[src/rtl/ohs_pkg.sv]
// ----------------------------------------------------------------------------
// ohs_pkg: shared definitions for the overwriting history stack
// Operation codes, fixed field widths of the word channels and default
// parameter values.
// ----------------------------------------------------------------------------
package ohs_pkg;

   // Fixed payload widths of the request and response words.
   localparam int KIND_W   = 2;
   localparam int VALUE_W  = 32;
   localparam int DATA_W   = 32;
   localparam int COUNT_W  = 5;

   // Defaults for the top-level parameters.
   localparam int DEPTH_DEFAULT      = 16;
   localparam int DATA_WIDTH_DEFAULT = 32;

   // Operation codes carried in the kind field. The remaining code does nothing.
   typedef enum logic [KIND_W-1:0] {
      KIND_PUSH = 2'd0,
      KIND_POP  = 2'd1,
      KIND_PEEK = 2'd2
   } kind_type;

endpackage

[src/rtl/ohs_req_if.sv]
// ----------------------------------------------------------------------------
// ohs_req_if: request channel of the overwriting history stack
// Carries one operation word with a valid/ready handshake.
// ----------------------------------------------------------------------------
interface ohs_req_if;

   logic                        valid;
   logic                        ready;
   logic [ohs_pkg::KIND_W-1:0]  kind;
   logic [ohs_pkg::VALUE_W-1:0] value;

   modport source (output valid, output kind, output value, input ready);
   modport sink   (input valid, input kind, input value, output ready);

endinterface

[src/rtl/ohs_rsp_if.sv]
// ----------------------------------------------------------------------------
// ohs_rsp_if: response channel of the overwriting history stack
// Carries one result word with a valid/ready handshake.
// ----------------------------------------------------------------------------
interface ohs_rsp_if;

   logic                        valid;
   logic                        ready;
   logic                        overwrote;
   logic                        found;
   logic [ohs_pkg::DATA_W-1:0]  data;
   logic [ohs_pkg::COUNT_W-1:0] count;

   modport source (output valid, output overwrote, output found, output data,
                   output count, input ready);
   modport sink   (input valid, input overwrote, input found, input data,
                   input count, output ready);

endinterface

[src/rtl/overwriting_history_stack.sv]
// ----------------------------------------------------------------------------
// overwriting_history_stack: bounded stack that drops its oldest entry
// A ring of DEPTH words in a synchronous memory used as a stack. A push when
// full overwrites the oldest entry; pop and peek return the newest entry.
// ----------------------------------------------------------------------------
//
//   channel   direction  handshake     payload
//   req_if    in         valid/ready   kind, value
//   rsp_if    out        valid/ready   overwrote, found, data, count
//
// One word is accepted per cycle when the response side keeps up; each result
// passes through the registered read of the slot memory and then the output
// register. Reset clears the pointers, the count and both valid flags; the
// slot memory needs no clearing. A stalled response holds the read stage,
// and the request side stalls only once both stages are occupied.

module overwriting_history_stack #(
   parameter int DEPTH      = ohs_pkg::DEPTH_DEFAULT,
   parameter int DATA_WIDTH = ohs_pkg::DATA_WIDTH_DEFAULT
) (
   input  logic         clock,
   input  logic         reset,
   ohs_req_if.sink      req_if,
   ohs_rsp_if.source    rsp_if
);

   localparam int PTR_W = $clog2(DEPTH);
   localparam int CNT_W = $clog2(DEPTH + 1);

   typedef struct packed {
      logic             overwrote;
      logic             found;
      logic [CNT_W-1:0] count;
   } meta_type;

   typedef struct packed {
      logic                        overwrote;
      logic                        found;
      logic [ohs_pkg::DATA_W-1:0]  data;
      logic [ohs_pkg::COUNT_W-1:0] count;
   } rsp_type;

   // Slot memory: undefined until written.
   logic [DATA_WIDTH-1:0] slots_mem [DEPTH];

   logic [PTR_W-1:0] oldest_ptr_ff, oldest_ptr_in;
   logic [PTR_W-1:0] next_ptr_ff,   next_ptr_in;
   logic [CNT_W-1:0] held_ff,       held_in;

   logic             s1_valid_ff, s1_valid_in;
   meta_type         s1_meta_ff,  s1_meta_in;
   logic [DATA_WIDTH-1:0] rd_data_ff;

   logic             out_valid_ff, out_valid_in;
   rsp_type          out_ff,       out_in;

   logic             out_free, s1_move, accept, do_write, full, empty;
   logic [PTR_W-1:0] next_dec, next_inc, oldest_inc;
   logic [DATA_WIDTH-1:0] word;
   logic [DATA_WIDTH+ohs_pkg::VALUE_W-1:0] value_ext;
   logic [ohs_pkg::DATA_W+DATA_WIDTH-1:0]  rd_ext;
   logic [ohs_pkg::COUNT_W+CNT_W-1:0]      count_ext;

   // Handshake and stage movement.
   assign out_free     = !out_valid_ff || rsp_if.ready;
   assign s1_move      = s1_valid_ff && out_free;
   assign req_if.ready = !s1_valid_ff || out_free;
   assign accept       = req_if.valid && req_if.ready;

   assign full  = (held_ff == CNT_W'(DEPTH));
   assign empty = (held_ff == '0);

   assign next_dec   = (next_ptr_ff == '0) ? PTR_W'(DEPTH - 1) : next_ptr_ff - 1'b1;
   assign next_inc   = (next_ptr_ff == PTR_W'(DEPTH - 1)) ? '0 : next_ptr_ff + 1'b1;
   assign oldest_inc = (oldest_ptr_ff == PTR_W'(DEPTH - 1)) ? '0 : oldest_ptr_ff + 1'b1;

   assign value_ext = {{DATA_WIDTH{1'b0}}, req_if.value};
   assign word      = value_ext[DATA_WIDTH-1:0];

   // Pointer and count update at acceptance.
   always_comb begin
      oldest_ptr_in        = oldest_ptr_ff;
      next_ptr_in          = next_ptr_ff;
      held_in              = held_ff;
      do_write             = 1'b0;
      s1_meta_in.overwrote = 1'b0;
      s1_meta_in.found     = 1'b0;
      if (accept) begin
         unique case (req_if.kind)
            ohs_pkg::KIND_PUSH: begin
               do_write    = 1'b1;
               next_ptr_in = next_inc;
               if (full) begin
                  // When full the newest end meets the oldest entry.
                  oldest_ptr_in        = oldest_inc;
                  s1_meta_in.overwrote = 1'b1;
               end else begin
                  held_in = held_ff + 1'b1;
               end
            end
            ohs_pkg::KIND_POP: begin
               if (!empty) begin
                  next_ptr_in      = next_dec;
                  held_in          = held_ff - 1'b1;
                  s1_meta_in.found = 1'b1;
               end
            end
            ohs_pkg::KIND_PEEK: begin
               s1_meta_in.found = !empty;
            end
            default: begin
            end
         endcase
      end
      s1_meta_in.count = held_in;
   end

   always_comb begin
      if (accept) begin
         s1_valid_in = 1'b1;
      end else if (s1_move) begin
         s1_valid_in = 1'b0;
      end else begin
         s1_valid_in = s1_valid_ff;
      end
   end

   // Memory: write at the newest end on a push, read below the newest end on
   // every accepted word. Both use the state before the operation, and the
   // write lands before the next word's read samples the array.
   always_ff @(posedge clock) begin
      if (do_write) begin
         slots_mem[next_ptr_ff] <= word;
      end
      if (accept) begin
         rd_data_ff <= slots_mem[next_dec];
         s1_meta_ff <= s1_meta_in;
      end
   end

   assign rd_ext    = {{ohs_pkg::DATA_W{1'b0}}, rd_data_ff};
   assign count_ext = {{ohs_pkg::COUNT_W{1'b0}}, s1_meta_ff.count};

   always_comb begin
      out_in.overwrote = s1_meta_ff.overwrote;
      out_in.found     = s1_meta_ff.found;
      out_in.data      = s1_meta_ff.found ? rd_ext[ohs_pkg::DATA_W-1:0] : '0;
      out_in.count     = count_ext[ohs_pkg::COUNT_W-1:0];
      if (s1_move) begin
         out_valid_in = 1'b1;
      end else if (rsp_if.ready) begin
         out_valid_in = 1'b0;
      end else begin
         out_valid_in = out_valid_ff;
      end
   end

   always_ff @(posedge clock) begin
      if (reset) begin
         oldest_ptr_ff <= '0;
         next_ptr_ff   <= '0;
         held_ff       <= '0;
         s1_valid_ff   <= 1'b0;
         out_valid_ff  <= 1'b0;
      end else begin
         oldest_ptr_ff <= oldest_ptr_in;
         next_ptr_ff   <= next_ptr_in;
         held_ff       <= held_in;
         s1_valid_ff   <= s1_valid_in;
         out_valid_ff  <= out_valid_in;
      end
   end

   always_ff @(posedge clock) begin
      if (s1_move) begin
         out_ff <= out_in;
      end
   end

   assign rsp_if.valid     = out_valid_ff;
   assign rsp_if.overwrote = out_ff.overwrote;
   assign rsp_if.found     = out_ff.found;
   assign rsp_if.data      = out_ff.data;
   assign rsp_if.count     = out_ff.count;

   // The count never exceeds the ring size.
   a_held_bound: assert property (@(posedge clock) disable iff (reset)
      held_ff <= CNT_W'(DEPTH))
      else $error("held count exceeds depth");

   // Empty or full rings have both pointers on the same slot.
   a_ptr_meet: assert property (@(posedge clock) disable iff (reset)
      (empty || full) |-> (next_ptr_ff == oldest_ptr_ff))
      else $error("pointers disagree with held count");

   // A push into a full ring keeps it full and moves the oldest pointer.
   a_overwrite: assert property (@(posedge clock) disable iff (reset)
      (accept && req_if.kind == ohs_pkg::KIND_PUSH && full)
      |=> (full && oldest_ptr_ff != $past(oldest_ptr_ff)))
      else $error("overwrite did not advance the oldest entry");

   // A successful pop removes exactly one entry.
   a_pop_count: assert property (@(posedge clock) disable iff (reset)
      (accept && req_if.kind == ohs_pkg::KIND_POP && !empty)
      |=> (held_ff == $past(held_ff) - 1'b1))
      else $error("pop did not decrement the held count");

   // A result word never reports both an overwrite and a returned entry.
   a_rsp_exclusive: assert property (@(posedge clock) disable iff (reset)
      rsp_if.valid |-> !(rsp_if.found && rsp_if.overwrote))
      else $error("result word reports overwrite and found together");

endmodule

[src/flat_wrapper.sv]
// flat-port wrapper written by rule: the top's interface ports become plain ports
module overwriting_history_stack_flat 
#(
   parameter int DEPTH      = ohs_pkg::DEPTH_DEFAULT,
   parameter int DATA_WIDTH = ohs_pkg::DATA_WIDTH_DEFAULT
)
  (clock, reset, req_if_valid, req_if_kind, req_if_value, req_if_ready, rsp_if_valid, rsp_if_overwrote, rsp_if_found, rsp_if_data, rsp_if_count, rsp_if_ready);
  ohs_req_if req_if_i ();
  ohs_rsp_if rsp_if_i ();
  input  logic clock;
  input  logic reset;
  input wire logic [$bits(req_if_i.valid)-1:0] req_if_valid;
  input wire logic [$bits(req_if_i.kind)-1:0] req_if_kind;
  input wire logic [$bits(req_if_i.value)-1:0] req_if_value;
  output wire logic [$bits(req_if_i.ready)-1:0] req_if_ready;
  output wire logic [$bits(rsp_if_i.valid)-1:0] rsp_if_valid;
  output wire logic [$bits(rsp_if_i.overwrote)-1:0] rsp_if_overwrote;
  output wire logic [$bits(rsp_if_i.found)-1:0] rsp_if_found;
  output wire logic [$bits(rsp_if_i.data)-1:0] rsp_if_data;
  output wire logic [$bits(rsp_if_i.count)-1:0] rsp_if_count;
  input wire logic [$bits(rsp_if_i.ready)-1:0] rsp_if_ready;
  assign req_if_i.valid = req_if_valid;
  assign req_if_i.kind = req_if_kind;
  assign req_if_i.value = req_if_value;
  assign req_if_ready = req_if_i.ready;
  assign rsp_if_valid = rsp_if_i.valid;
  assign rsp_if_overwrote = rsp_if_i.overwrote;
  assign rsp_if_found = rsp_if_i.found;
  assign rsp_if_data = rsp_if_i.data;
  assign rsp_if_count = rsp_if_i.count;
  assign rsp_if_i.ready = rsp_if_ready;
  overwriting_history_stack #(.DEPTH(DEPTH), .DATA_WIDTH(DATA_WIDTH)) u_core (.clock(clock), .reset(reset), .req_if(req_if_i), .rsp_if(rsp_if_i));
endmodule
[config.mk]
export PLATFORM = sky130hd
export DESIGN_NAME = overwriting_history_stack_flat
export DESIGN_NICKNAME = d
export VERILOG_FILES = /design/src/rtl/ohs_pkg.sv /design/src/rtl/ohs_req_if.sv /design/src/rtl/ohs_rsp_if.sv /design/src/rtl/overwriting_history_stack.sv /design/src/flat_wrapper.sv
export SDC_FILE = /design/constraint.sdc
export NUM_CORES = 1
export LEC_CHECK = 0
export ABC_AREA = 1
export BUFFER_PORTS_ARGS = -buffer_cell sky130_fd_sc_hd__clkbuf_2
export CAP_MARGIN = 5
export CORE_MARGIN = 2
export CORE_UTILIZATION = 45
export DETAILED_ROUTE_END_ITERATION = 16
export PLACE_DENSITY_LB_ADDON = 0.05
export SYNTH_ARGS = -nofsm -noshare
export SYNTH_HDL_FRONTEND = slang
export SYNTH_SLANG_ARGS = --single-unit
[constraint.sdc]
create_clock -name clock -period 3.4 [get_ports clock]
set_clock_uncertainty 0.2 [all_clocks]
set_input_delay 0.17 -clock clock [delete_from_list [all_inputs] [get_ports clock]]
set_output_delay 0.17 -clock clock [all_outputs]
set_load 0.02 [all_outputs]
Word level (Yosys, flattened, before mapping)
Memory sizes are Yosys's and may differ from the RTL's. A register that Yosys moved wholly into a read port is not among the register bits.
Index checks and enable logic that the tools add are counted.

storage, ports and cells
  flip-flop bits (word level) = 57
  bits in writable memories = 512
  logic and storage cells = 54
  memories = 1

memory list
  name              words  bits a word  rd ports  clocked after memory_dff  wr ports  line                             RTL
  u_core.slots_mem  16     32           1         1                         1         overwriting_history_stack.sv:44  logic [DATA_WIDTH-1:0] slots_mem [DEPTH];

operators by class
  add/subtract/negate cells = 4
  equal/unequal tests = 5
  mux-type cells = 19
  reductions and logical operators = 14

operator list
  operator             number
  $mux 5               3
  $mux 4               3
  $mux 1               10
  $pmux 5 s2           1
  $pmux 4 s2           1
  $reduce_bool 2->1    3
  $add 5x1->5 const B  1
  $eq 5x5->1 const B   1
  $logic_not 5->1      1
  $sub 5x1->5 const B  1
  $add 4x1->4 const B  1
  $eq 4x4->1 const B   1
  $logic_not 4->1      1
  $sub 4x1->4 const B  1
  $logic_not 1->1      3
  $reduce_and 3->1     1
  $eq 2x1->1 const B   1
  $eq 2x2->1 const B   1
  $logic_and 1x1->1    2
  $logic_not 2->1      1
  $logic_or 1x1->1     2
  $ne 2x2->1 const B   1
  $pmux 1 s2           1

Depth between registers and ports, before layout
  depth after elaboration = 7
  depth in mapped cells = 15
  gate-level depth less buffers = 11

Worst setup path after synthesis
No wires, ideal clock.

  kind = reg2reg
  start = reg u_core.out_valid_ff, in the netlist u_core.rsp_if.valid
  end = mem u_core.slots_mem[3][0] (netlist name), enable pin
  arrival time = 3.367 ns
  data required time = 2.739 ns
  slack = -0.629 ns
  cell stages (with the launch flop) = 6
  buffers on the path = 0
  clock period less this slack = 4.029 ns
  path through = dfxtp_1 nand3_1 nand2_1 nor2_1 inv_1 nor3_1

between the ends
  longest elaborated chain between the ends = 7

ends and longest elaborated chain
  item                          line                              RTL
  start, declared               overwriting_history_stack.sv:54   logic out_valid_ff, out_valid_in;
  start signal, assigned        overwriting_history_stack.sv:170  out_valid_ff <= out_valid_in;
  $logic_not 1->1               overwriting_history_stack.sv:65   assign out_free = !out_valid_ff || rsp_if.ready;
  $logic_or 1x1->1              overwriting_history_stack.sv:65
  $logic_or 1x1->1              overwriting_history_stack.sv:67   assign req_if.ready = !s1_valid_ff || out_free;
  via req_if_ready              flat_wrapper.sv:15                output wire logic [$bits(req_if_i.ready)-1:0] req_if_ready;
  $logic_and 1x1->1             overwriting_history_stack.sv:68   assign accept = req_if.valid && req_if.ready;
  $mux 1                        overwriting_history_stack.sv:88   if (accept) begin
  $mux 1                        overwriting_history_stack.sv:132  if (do_write) begin
  $mux 1 (implied by the code)  overwriting_history_stack.sv:133  slots_mem[next_ptr_ff] <= word;
  end, declared                 overwriting_history_stack.sv:44

The timed path passes the listed nets, and every way through them passes these cells.

Worst setup path in the final report
  start = reg u_core.next_ptr_ff[0]
  end = reg u_core.rd_data_ff[14], read port of u_core.slots_mem (data pin)

between the ends
  longest elaborated chain between the ends = 2

ends and longest elaborated chain
  item                                            line                              RTL
  start, declared                                 overwriting_history_stack.sv:47   logic [PTR_W-1:0] next_ptr_ff, next_ptr_in;
  start signal, assigned                          overwriting_history_stack.sv:167  next_ptr_ff <= next_ptr_in;
  $sub 4x1->4 or $logic_not 4->1 (tied branches)  overwriting_history_stack.sv:73   assign next_dec = (next_ptr_ff == '0) ? PTR_W'(DEPTH - 1) : next_ptr_ff - 1'b1;
  $mux 4 *                                        overwriting_history_stack.sv:73
  end, declared                                   overwriting_history_stack.sv:52   logic [DATA_WIDTH-1:0] rd_data_ff;

Every way passes the cells marked *; elsewhere a longest branch is shown, timed or not.
A chain may end at the register's enable or synchronous reset.

==> flow_summary.ini <==
[outcome]
outcome = finished, final reports clean

[critical_path]
ff2ff_path_depth = 7
worst-r2r-setup-slack_ns = 0.53
reg2reg_to = u_core.rd_data_ff[14]
reg2reg_from = u_core.next_ptr_ff[0]
crit_chain = buf_12 > nor2_1 > o21ai_0 > nand3_2 > inv_2 > nand3_1 > nand2_1
criticalPathCategory = reg -> reg
worst_setup_path_start_kind = flop
crit_end = u_core.rd_data_ff[14]
worstPathMaxFanout = 138
cp.required_ns = 3.66
cp.arrival_ns = 3.13
slowest_stage = inv_2
slowest_delay_ns = 0.76
cp-end-kind = flop
crit_start = u_core.next_ptr_ff[0]

[timing]
hold_viol = 0
tightest_slew_ns = 1.03
setup_violations = 0
whs_ns = 0.217
period_needed_ns = 2.87
layout_setup_ws_ns = 0.533
grt_setup_unrepaired = no
min_period_over_period_pct = 84.3
slew_viol_final = 0
slew_headroom_pct = 31.4
clock.fmax_mhz = 349
fin_tns_setup_ns = 0

[clock_tree]
clock-sinks = 601
cts_tree = built
htree_levels = 3
clock_latency_ns = 0.60
cts_buffers = 68
cts-root-buf = clkbuf_16
clk_pin_slew_ns = 0.06
cts_buffer_depth = 3
cts_resized = 0
cts_setup_buffers = 0

[die]
design.core.area_sq_um = 56500
row_count = 87
die_area_sq_um = 59200
num_io_pins = 79
initial_core_util_pct = 45.6
fp.dieH_um = 243
die_w_um = 243

[placement]
preCtsSetupSlack_ns = 0.566
gp_congestion = 0.757
io_buffers = 78
hpwl_um = 33300

[routing]
drt-wirelength-per-cell_um = 20.2
drt-met1-wl_um = 30000
via_count = 17000
postRouteAntennaNets = 0
routed.top_layer = met4
drc_errors = 0
drtIter0Drc = 1235
wl_met3_um = 3400
viasPerCell = 5.25
dr_wl_met2_um = 30800
totalWireLength_um = 65500
drtPass1Iterations = 5

[global_route]
overflow = 0
track_usage_pct = 22.4
grt_pass1_vias = 16400
grt_pass1_wl_um = 100000
antenna_found_initial = 0
grt_max_degree = 139

[finish]
syn_to_final_growth_pct = 15.0
seq_area_sq_um = 17900
nFillCells = 4925
final_cell_mix = 590 x edfxtp_1, 589 x nand3_1, 488 x nand2_1, 375 x inv_1, 78 x clkbuf_2
layout_commonest_cell = edfxtp_1
num_antenna_cells = 0
drive_above_1_share_pct = 9.86
multi_input_area_sq_um = 5890
fin_nets = 2481

[yosys]
ys_ff_latch = 601
synth-async-reset-ratio_pct = 0
synth-main-ff-cell = edfxtp_1
synthCells = 2337
syn_nets = 2385
synth-edff-count = 590
netlist_area_sq_um = 25800
syn_avg_cell_area_sq_um = 11.0
yosysWarningCount = 0
yosysSeqAreaShare_pct = 69.6
synth.distinct_cells = 30

[min_path]
min-delay-path-class = reg -> reg

[power]
p_per_area_nw_per_um2 = 573
ir_drop_uv = 482
leakagePower_nw = 12.1

[run]
max-cap-violations = 0
## metrics by stage
| step | utilization (%) | cell area [sq um] | std cells | power, mW |
|---|---|---|---|---|
| after floorplan | - | 25800 | 2337 | 9.67 |
| after global placement | 48.2 | 27200 | 3081 | 10.4 |
| after detailed placement | 48.2 | 27200 | 3081 | 10.4 |
| after CTS | 52.4 | 29600 | 3240 | 17.1 |
| after global routing | 52.4 | 29600 | 3240 | 17.6 |
| final | 52.4 | 29600 | 3240 | 17.0 |
## repair_timing
item	4_1_cts	5_1_grt
hold buffers	38	0
endpoints found under the setup margin	0	0
endpoints found under the hold margin	525	0
## cells in the mapped netlist (3+ instances only)
master	instances	area [sq um]
nor3_1	3	15.0
inv_2	3	11.3
ha_1	10	125
a21oi_1	7	35.0
xor2_1	3	26.3
nand4_1	6	37.5
inv_1	378	1420
nand2_1	489	1840
buf_1	29	109
dfxtp_1	11	220
nor2_1	22	82.6
buf_2	60	300
o21ai_0	6	30.0
o21ai_1	3	15.0
nand3b_1	64	480
edfxtp_1	590	17700
buf_4	15	113
nand3_1	590	2950
clkbuf_1	34	128
## routing by layer
layer / track usage (%) / vias up
li1: - / 8065
met3: 3.79 / 92
met2: 36.1 / 438
met5: 0 / -
met4: 5.83 / 0
met1: 31.6 / 8423
## power by group
group / internal [mW] / switching [mW] / total [mW]
Combinational: 0.494 / 1.35 / 1.84
Clock: 3.85 / 2.87 / 6.73
Sequential: 8.33 / 0.0654 / 8.40
Total: 12.7 / 4.28 / 17.0
## worst min path at each step
stage / start / end / slack (ns) / cells after the start
3_5_place_dp: u_core.count_ext[1] / u_core.rsp_if.count[1] / 0.21 / 0
6_report: u_core.count_ext[1] / u_core.rsp_if.count[1] / 0.22 / 0
3_3_place_gp: u_core.count_ext[2] / u_core.rsp_if.count[2] / 0.21 / 0
2_1_floorplan: req_if_value[0] / u_core.slots_mem[0][0] / 0.07 / 0
4_1_cts: reset / u_core.next_ptr_ff[2] / 0.21 / 3
5_1_grt: u_core.count_ext[1] / u_core.rsp_if.count[1] / 0.23 / 0
## sequential cells by signal, indices dropped and copies added (netlist names)
| name | cells |
|---|---|
| u_core.out_in | 2 |
| u_core.rd_data_ff | 32 |
| u_core.held_ff | 5 |
| u_core.s1_valid_ff | 1 |
| u_core.slots_mem | 512 |
| u_core.rsp_if.overwrote | 1 |
| u_core.rsp_if.count | 5 |
| u_core.rsp_if.data | 32 |
| u_core.rsp_if.valid | 1 |
| u_core.count_ext | 5 |
| u_core.rsp_if.found | 1 |
| u_core.next_ptr_ff | 4 |
## kinds of logic after synthesis
| group | count (synthesis) | share of synthesized area [%] |
|---|---|---|
| simple gates | 1180 | 21.2 |
| flops | 601 | 69.6 |
| xor+xnor | 4 | 0.136 |
| fa+ha+maj | 10 | 0.486 |
| compound gates | 20 | 0.427 |
| buf+inv | 522 | 8.17 |
## area by class of cell
| class | count | share of cell area (%) |
|---|---|---|
| Clock buffer | 89 | 6.15 |
| Timing Repair Buffer | 166 | 4.71 |
| Sequential cell | 601 | 60.6 |
| Multi-Input combinational cell | 1214 | 19.9 |
| Clock inverter | 32 | 0.650 |
| Inverter | 382 | 4.85 |
| Tap cell | 756 | 3.19 |
## worst max-delay path: cells and delay by family, from the launching register on
kind | cells | cell delay, ns
flip-flops | 1 | 0.45
AO/OA/AOI/OAI | 1 | 0.23
AND/OR/NAND/NOR | 4 | 0.49
buffers and inverters | 2 | 1.29
Power figures use the tool's default switching activity.
